<file path="src/design/banked_memory_map_decoder_defines.svh">
// assertion macros shared by the decoder
`ifndef BANKED_MEMORY_MAP_DECODER_DEFINES_SVH
`define BANKED_MEMORY_MAP_DECODER_DEFINES_SVH

// same-cycle implication, checked outside reset
`define BMMD_ASSERT_NOW(label, ante, cons) \
	label: assert property (@(posedge clk) disable iff (!arst_n) (ante) |-> (cons)) \
		else $error("decoder check failed");

// next-cycle implication, checked outside reset
`define BMMD_ASSERT_NEXT(label, ante, cons) \
	label: assert property (@(posedge clk) disable iff (!arst_n) (ante) |=> (cons)) \
		else $error("decoder sequencing check failed");

`endif

</file>
<file path="src/design/bmmd_pkg.sv">
package bmmd_pkg;

	// default width of the switchable rom bank number
	localparam int RomBankBitsDefault = 9;

	// bus operation codes
	typedef enum logic [1:0] {
		OP_READ  = 2'd0,
		OP_WRITE = 2'd1,
		OP_FETCH = 2'd2
	} op_t;

	// decoded target regions
	typedef enum logic [3:0] {
		TGT_ROM  = 4'd0,
		TGT_VRAM = 4'd1,
		TGT_XRAM = 4'd2,
		TGT_WRAM = 4'd3,
		TGT_OAM  = 4'd4,
		TGT_IO   = 4'd5,
		TGT_HRAM = 4'd6,
		TGT_CART = 4'd7,
		TGT_NONE = 4'd8
	} target_t;

	// region boundaries and masks
	localparam logic [15:0] AddrIe      = 16'hFFFF;
	localparam logic [15:0] AddrHram    = 16'hFF80;
	localparam logic [15:0] AddrIo      = 16'hFF00;
	localparam logic [15:0] AddrOam     = 16'hFE00;
	localparam logic [15:0] AddrUnmap   = 16'hFEA0;
	localparam logic [7:0]  IeMask      = 8'h1F;
	localparam logic [7:0]  IeIoOffset  = 8'hFF;
	localparam logic [1:0]  LcdModeXfer = 2'd3;

	// one cpu access request
	typedef struct packed {
		op_t         operation;
		logic [15:0] address;
		logic [7:0]  write_value;
		logic [8:0]  rom_bank;
		logic [2:0]  wram_bank;
		logic        vram_bank;
		logic [1:0]  lcd_mode;
	} req_t;

	// one decoded result
	typedef struct packed {
		target_t     target;
		logic [22:0] physical_offset;
		logic [7:0]  store_value;
		logic        fill_ff;
		logic        fetch_error;
		logic        oam_changed;
		logic        event_reset;
	} res_t;

endpackage

</file>
<file path="src/design/bmmd_decode.sv">
module bmmd_decode #(
	parameter int ROM_BANK_BITS = bmmd_pkg::RomBankBitsDefault
) (
	input  bmmd_pkg::req_t req,
	input  logic           colour_mode,
	output bmmd_pkg::res_t res
);

	localparam logic [8:0] RomBankMask = 9'((1 << ROM_BANK_BITS) - 1);

	always_comb begin
		logic        rd;
		logic        wr;
		logic        fetch;
		logic [3:0]  nib;
		logic [2:0]  wbank;
		logic        vbank;
		logic [7:0]  sv;
		logic [8:0]  rb;
		logic [15:0] a;
		a     = req.address;
		nib   = a[15:12];
		rd    = (req.operation == bmmd_pkg::OP_READ);
		wr    = (req.operation == bmmd_pkg::OP_WRITE);
		fetch = (req.operation == bmmd_pkg::OP_FETCH);
		sv    = wr ? req.write_value : 8'd0;
		rb    = req.rom_bank & RomBankMask;
		// monochrome forces wram bank 1 and vram bank 0
		wbank = colour_mode ? ((req.wram_bank != 3'd0) ? req.wram_bank : 3'd1) : 3'd1;
		vbank = colour_mode ? req.vram_bank : 1'b0;

		res             = '0;
		res.target      = bmmd_pkg::TGT_NONE;

		// region decode, order matters in the top page
		priority if (!(rd || wr || fetch)) begin
			res.target = bmmd_pkg::TGT_NONE;
		end else if (nib < 4'h8) begin
			if (wr) begin
				res.target          = bmmd_pkg::TGT_CART;
				res.physical_offset = {7'd0, a};
				res.store_value     = sv;
			end else if (nib < 4'h4) begin
				res.target          = bmmd_pkg::TGT_ROM;
				res.physical_offset = {7'd0, a};
			end else begin
				res.target          = bmmd_pkg::TGT_ROM;
				res.physical_offset = {rb, a[13:0]};
			end
		end else if (nib < 4'hA) begin
			if (fetch) begin
				res.fetch_error = 1'b1;
			end else if (rd && req.lcd_mode == bmmd_pkg::LcdModeXfer) begin
				res.fill_ff = 1'b1;
			end else begin
				res.target          = bmmd_pkg::TGT_VRAM;
				res.physical_offset = {9'd0, vbank, a[12:0]};
				res.store_value     = sv;
			end
		end else if (nib < 4'hC) begin
			if (fetch) begin
				res.fetch_error = 1'b1;
			end else begin
				res.target          = bmmd_pkg::TGT_XRAM;
				res.physical_offset = {10'd0, a[12:0]};
				res.store_value     = sv;
			end
		end else if (nib == 4'hC || nib == 4'hE) begin
			res.target          = bmmd_pkg::TGT_WRAM;
			res.physical_offset = {11'd0, a[11:0]};
			res.store_value     = sv;
		end else if (nib == 4'hD) begin
			res.target          = bmmd_pkg::TGT_WRAM;
			res.physical_offset = {8'd0, wbank, a[11:0]};
			res.store_value     = sv;
		end else if (a == bmmd_pkg::AddrIe && wr) begin
			res.target          = bmmd_pkg::TGT_IO;
			res.physical_offset = {15'd0, bmmd_pkg::IeIoOffset};
			res.store_value     = req.write_value & bmmd_pkg::IeMask;
			res.event_reset     = 1'b1;
		end else if (a >= bmmd_pkg::AddrHram) begin
			res.target          = bmmd_pkg::TGT_HRAM;
			res.physical_offset = {16'd0, a[6:0]};
			res.store_value     = sv;
		end else if (a < bmmd_pkg::AddrOam) begin
			res.target          = bmmd_pkg::TGT_WRAM;
			res.physical_offset = {8'd0, wbank, a[11:0]};
			res.store_value     = sv;
		end else if (fetch) begin
			res.fetch_error = 1'b1;
		end else if (a >= bmmd_pkg::AddrIo) begin
			res.target          = bmmd_pkg::TGT_IO;
			res.physical_offset = {15'd0, a[7:0]};
			res.store_value     = sv;
		end else if (a < bmmd_pkg::AddrUnmap) begin
			res.target          = bmmd_pkg::TGT_OAM;
			res.physical_offset = {15'd0, a[7:0]};
			res.store_value     = sv;
			res.oam_changed     = wr;
		end else begin
			res.fill_ff = rd;
		end
	end

endmodule

</file>
<file path="src/design/banked_memory_map_decoder.sv">
// a request taken into the request register is decoded into the result register and shows on the ports with done
// throughput: one request per cycle, busy never rises; set by the request and result registers around decode
// the receiver cannot stall, every result stands for exactly one cycle
// reset clears colour_mode to monochrome and drops all pending requests
`include "banked_memory_map_decoder_defines.svh"

module banked_memory_map_decoder #(
	parameter int ROM_BANK_BITS = bmmd_pkg::RomBankBitsDefault
) (
	input  logic           clk,
	input  logic           arst_n,
	input  logic           start,
	output logic           busy,
	input  bmmd_pkg::req_t req,
	output logic           done,
	output bmmd_pkg::res_t result,
	input  logic           cfg_we,
	input  logic           cfg_wdata
);

	logic           colour_mode_q;
	logic           valid_s1;
	bmmd_pkg::req_t req_s1;
	logic           valid_s2;
	bmmd_pkg::res_t res_s2;
	bmmd_pkg::res_t res_d;

	assign busy = 1'b0;

	// configuration register
	always_ff @(posedge clk or negedge arst_n) begin
		if (!arst_n) begin
			colour_mode_q <= 1'b0;
		end else if (cfg_we) begin
			colour_mode_q <= cfg_wdata;
		end
	end

	// request register
	always_ff @(posedge clk or negedge arst_n) begin
		if (!arst_n) begin
			valid_s1 <= 1'b0;
		end else begin
			valid_s1 <= start && !busy;
		end
	end

	always_ff @(posedge clk) begin
		if (start && !busy) begin
			req_s1 <= req;
		end
	end

	// address decode
	bmmd_decode #(
		.ROM_BANK_BITS(ROM_BANK_BITS)
	) u_decode (
		.req        (req_s1),
		.colour_mode(colour_mode_q),
		.res        (res_d)
	);

	// result register
	always_ff @(posedge clk or negedge arst_n) begin
		if (!arst_n) begin
			valid_s2 <= 1'b0;
		end else begin
			valid_s2 <= valid_s1;
		end
	end

	always_ff @(posedge clk) begin
		if (valid_s1) begin
			res_s2 <= res_d;
		end
	end

	assign done   = valid_s2;
	assign result = res_s2;

	// checks
	`BMMD_ASSERT_NEXT(a_done_follows, start && !busy, valid_s1)
	`BMMD_ASSERT_NOW(a_none_zero_offset, done && result.target == bmmd_pkg::TGT_NONE,
		result.physical_offset == 23'd0)
	`BMMD_ASSERT_NOW(a_fetch_err_none, done && result.fetch_error,
		result.target == bmmd_pkg::TGT_NONE && !result.fill_ff)
	`BMMD_ASSERT_NOW(a_ie_masked, done && result.event_reset,
		result.target == bmmd_pkg::TGT_IO && result.store_value[7:5] == 3'd0)

endmodule

</file>
<file path="config.mk">
export PLATFORM = sky130hd
export DESIGN_NAME = banked_memory_map_decoder
export DESIGN_NICKNAME = d
export VERILOG_FILES = /design/src/design/bmmd_pkg.sv /design/src/design/bmmd_decode.sv /design/src/design/banked_memory_map_decoder.sv
export VERILOG_INCLUDE_DIRS = /design/src /design/src/design
export SDC_FILE = /design/constraint.sdc
export NUM_CORES = 1
export LEC_CHECK = 0
export BUFFER_PORTS_ARGS = -buffer_cell sky130_fd_sc_hd__buf_2
export CAP_MARGIN = 20
export CORE_MARGIN = 3
export CORE_UTILIZATION = 55
export DETAILED_ROUTE_END_ITERATION = 10
export PLACE_DENSITY = 0.92
export SYNTH_ARGS = -nofsm -noshare
export SYNTH_HDL_FRONTEND = slang
export SYNTH_SLANG_ARGS = --single-unit
</file>
<file path="constraint.sdc">
create_clock -name clk -period 4.37 [get_ports clk]
set_input_delay 0.437 -clock clk [delete_from_list [all_inputs] [get_ports clk]]
set_output_delay 0.437 -clock clk [all_outputs]
set_load 0.05 [all_outputs]
</file>
==> flow_summary.json <==
{
  "synth_seq_area_share_pct": 78.0,
  "async_flop_share_pct": 3.61,
  "ir_drop_mv": 0.422,
  "worst-setup-path-type": "flop to flop",
  "final-hold-violation-count": 0,
  "ys_warn_count": 0,
  "wl_per_cell_microns": 14.9,
  "rr_startpoint": "req_s1[39]",
  "finalSetupViolCount": 0,
  "arrival_ps": 1960,
  "synthesis.nets": 237,
  "synth_compound_area_share_pct": 7.25,
  "clockBufferDepth": 2,
  "initial_utilization_pct": 57.3,
  "synth-main-ff-cell": "edfxtp_1",
  "tightest_slew_ps": 890,
  "period_needed_ps": 1860,
  "grt_pass1_vias": 1740,
  "tritoncts": "yes",
  "cp-start-kind": "flop",
  "leakagePower_uw": 0.00149,
  "r2r_cells": 4,
  "yosys.area_share.adder_pct": 0,
  "muxShareOfSynthArea_pct": 0.355,
  "layout-drive-gt1-share_pct": 39.0,
  "grt_antenna_before_repair": 0,
  "fp.dieW_microns": 82.0,
  "syn_inst": 191,
  "rsz0062_at_grt": "false",
  "avgSynthCellArea_sq_um": 16.6,
  "rows": 27,
  "fin_skew_ps": 5.88,
  "period_share_pct": 42.6,
  "timing.slew.headroom_pct": 40.6,
  "hold_class": "primary input to flop",
  "grt_pass1_wl_microns": 8370,
  "fmax_mhz": 537,
  "fillers": 408,
  "firstDrtPassIters": 4,
  "die_area_sq_mm": 0.00672,
  "final_util_pct": 69.5,
  "postCtsSetupBuffers": 0,
  "cp_top_family": "compound AO/OA/AOI/OAI gates",
  "crit_required_ps": 4470,
  "insertion_delay_ps": 350,
  "vias_per_cell": 5.22,
  "grt_max_degree": 43,
  "nNetsFinal": 331,
  "crit_cells": 4,
  "cp_slowest_cell": "edfxtp_1",
  "crit_chain": "nand2b_1 -> a2111oi_2 -> o2bb2ai_2 -> and2_1",
  "cts_num_sinks": 83,
  "synth_cell_types": 45,
  "ant_nets": 0,
  "cp_max_fo": 11,
  "max_stage_delay_ps": 550,
  "synth_top_family_by_area": "simple AND/OR/NAND/NOR gates",
  "cts_root_buf": "clkbuf_8",
  "slew_violations": 0,
  "pwr_density_cell_mw_per_mm2": 447,
  "synthXorXnorAreaFrac_pct": 0,
  "io_buffers": 85,
  "routed_wl_microns": 5400,
  "regArea_sq_mm": 0.00248,
  "r2r_end": "result[13]",
  "synth_edf_count": 80,
  "antennaDiodeCount": 0,
  "critPathLaunch": "req_s1[39]",
  "die_h_microns": 82.0,
  "place_congestion": 0.904,
  "cts_inserted_buffers": 9,
  "io_pins": 87,
  "drc": 0,
  "htreeDepth": 3,
  "dp_hpwl_microns": 3890,
  "endpoint_kind": "flop",
  "worst-path-buf-inv": 0,
  "core_region_area_sq_mm": 0.00554,
  "drt_iter0_drc": 169,
  "vias": 1888,
  "area_growth_pct": 21.3,
  "synth_simple_gate_area_share_pct": 12.8,
  "endpoint": "result[13]",
  "reg2reg_slack_ps": 2510,
  "syn_area_sq_mm": 0.00318,
  "status": "finished clean",
  "ys_seq_elements": 83,
  "maxCapViolCount": 0,
  "tns_ps": 0,
  "multi_input_area_sq_um": 652,
  "clkTransAtPathRegs_ps": 80,
  "grt_usage_pct": 17.6,
  "grt_overflow": 0
}
## cell usage after synthesis (all sizes together), types with 2 or more instances
library cell  number  share of area [%]
nand2             11                1.6
nand2b             4                1.0
or4                2               0.59
buf                4               0.98
a311oi             2               0.55
o21ai              5               0.79
o2111ai            2               0.55
a21oi              5               0.91
o21a               2               0.47
inv                4               0.47
and2              25                5.0
edfxtp            80                 76
dfrtp              3                2.4
nor2               8               0.95
o22ai              2               0.39
nor2b              4               0.79
a31oi              2               0.39
nand4              4               0.79
nand3              2               0.32
nor3               2               0.32
nor4               3               0.59
## per-layer routing
metal	up-vias	routed length, microns	part of all wire [%]	track usage (%)
met4	0	111	2.1	9.47
li1	921	-	-	-
met5	-	0	0	0
met3	11	482	8.9	4.17
met1	867	2120	39	22.6
met2	89	2690	50	27.8
## cell usage in the layout, fill, tap and decap left out, types with 2 or more instances in the layout
master | netlist | routed
buf_2 | 1 | 85
edfxtp_1 | 80 | 80
and2_1 | 24 | 24
nand2_1 | 9 | 9
clkbuf_8 | 0 | 9
nor2_1 | 8 | 8
nand4_1 | 4 | 4
nor2b_1 | 4 | 4
inv_1 | 4 | 4
a21oi_1 | 4 | 4
nor4_1 | 3 | 3
nand2b_1 | 3 | 3
o21ai_0 | 3 | 3
inv_6 | 0 | 3
dfrtp_1 | 3 | 3
nand3_1 | 2 | 2
o21a_1 | 2 | 2
o21ai_1 | 2 | 2
a31oi_1 | 2 | 2
nor3_1 | 2 | 2
o2111ai_1 | 2 | 2
a311oi_1 | 2 | 2
o22ai_1 | 2 | 2
clkinv_2 | 0 | 2
clkinvlp_4 | 0 | 2
## area by class of cell
class	count	area share [%]
Clock buffer	9	3.22
Clock inverter	7	1.33
Sequential cell	83	64.3
Inverter	4	0.390
Tap cell	72	2.34
Multi-Input combinational cell	100	16.9
Timing Repair Buffer	87	11.5
## worst min-delay path by stage
stage,start,to,slack (ps),cells after the start
after global routing,req[10],req_s1[10],240,1
final,req[31],req_s1[31],260,1
after floorplan,arst_n,colour_mode_q,140,0
after CTS,req[31],req_s1[31],240,1
after detailed placement,arst_n,done,230,1
after global placement,arst_n,colour_mode_q,230,1
## logic make-up after synthesis
family / Yosys count
AO/OA/AOI/OAI: 30
multiplexers: 1
flip-flops: 83
AND/OR/NAND/NOR: 68
other: 1
buffers and inverters: 8
## power by group
group	total, uW	internal (uW)	switching, uW	leakage (uW)
combinational	257	68.1	188	0.000590
sequential	984	950	34.7	0.000812
clock	480	210	271	0.0000864
## sequential cells by signal (all words and copies together) (netlist names)
register	count
colour_mode_q	1
done	1
req_s1	41
result	39
valid_s1	1
## what timing repair did
item	CTS	global route
gates resized for setup	0	0
setup endpoints to repair	0	0
hold buffers	1	0
endpoints found under the hold margin	3	0
## through the flow
| step | area (sq um) | power, uW | hold slack, ps | setup slack (ps) | cells |
|---|---|---|---|---|---|
| 3_5_place_dp | 3670 | 1260 | 234 | 2540 | 345 |
| 4_1_cts | 3850 | 1730 | 243 | 2520 | 362 |
| 2_1_floorplan | 3180 | 1180 | 141 | 2730 | 191 |
| 5_1_grt | 3850 | 1800 | 238 | 2350 | 362 |
| 6_report | 3850 | 1720 | 257 | 2510 | 362 |
| 3_3_place_gp | 3670 | 1250 | 231 | 2570 | 345 |
Power figures use the tool's default switching activity.
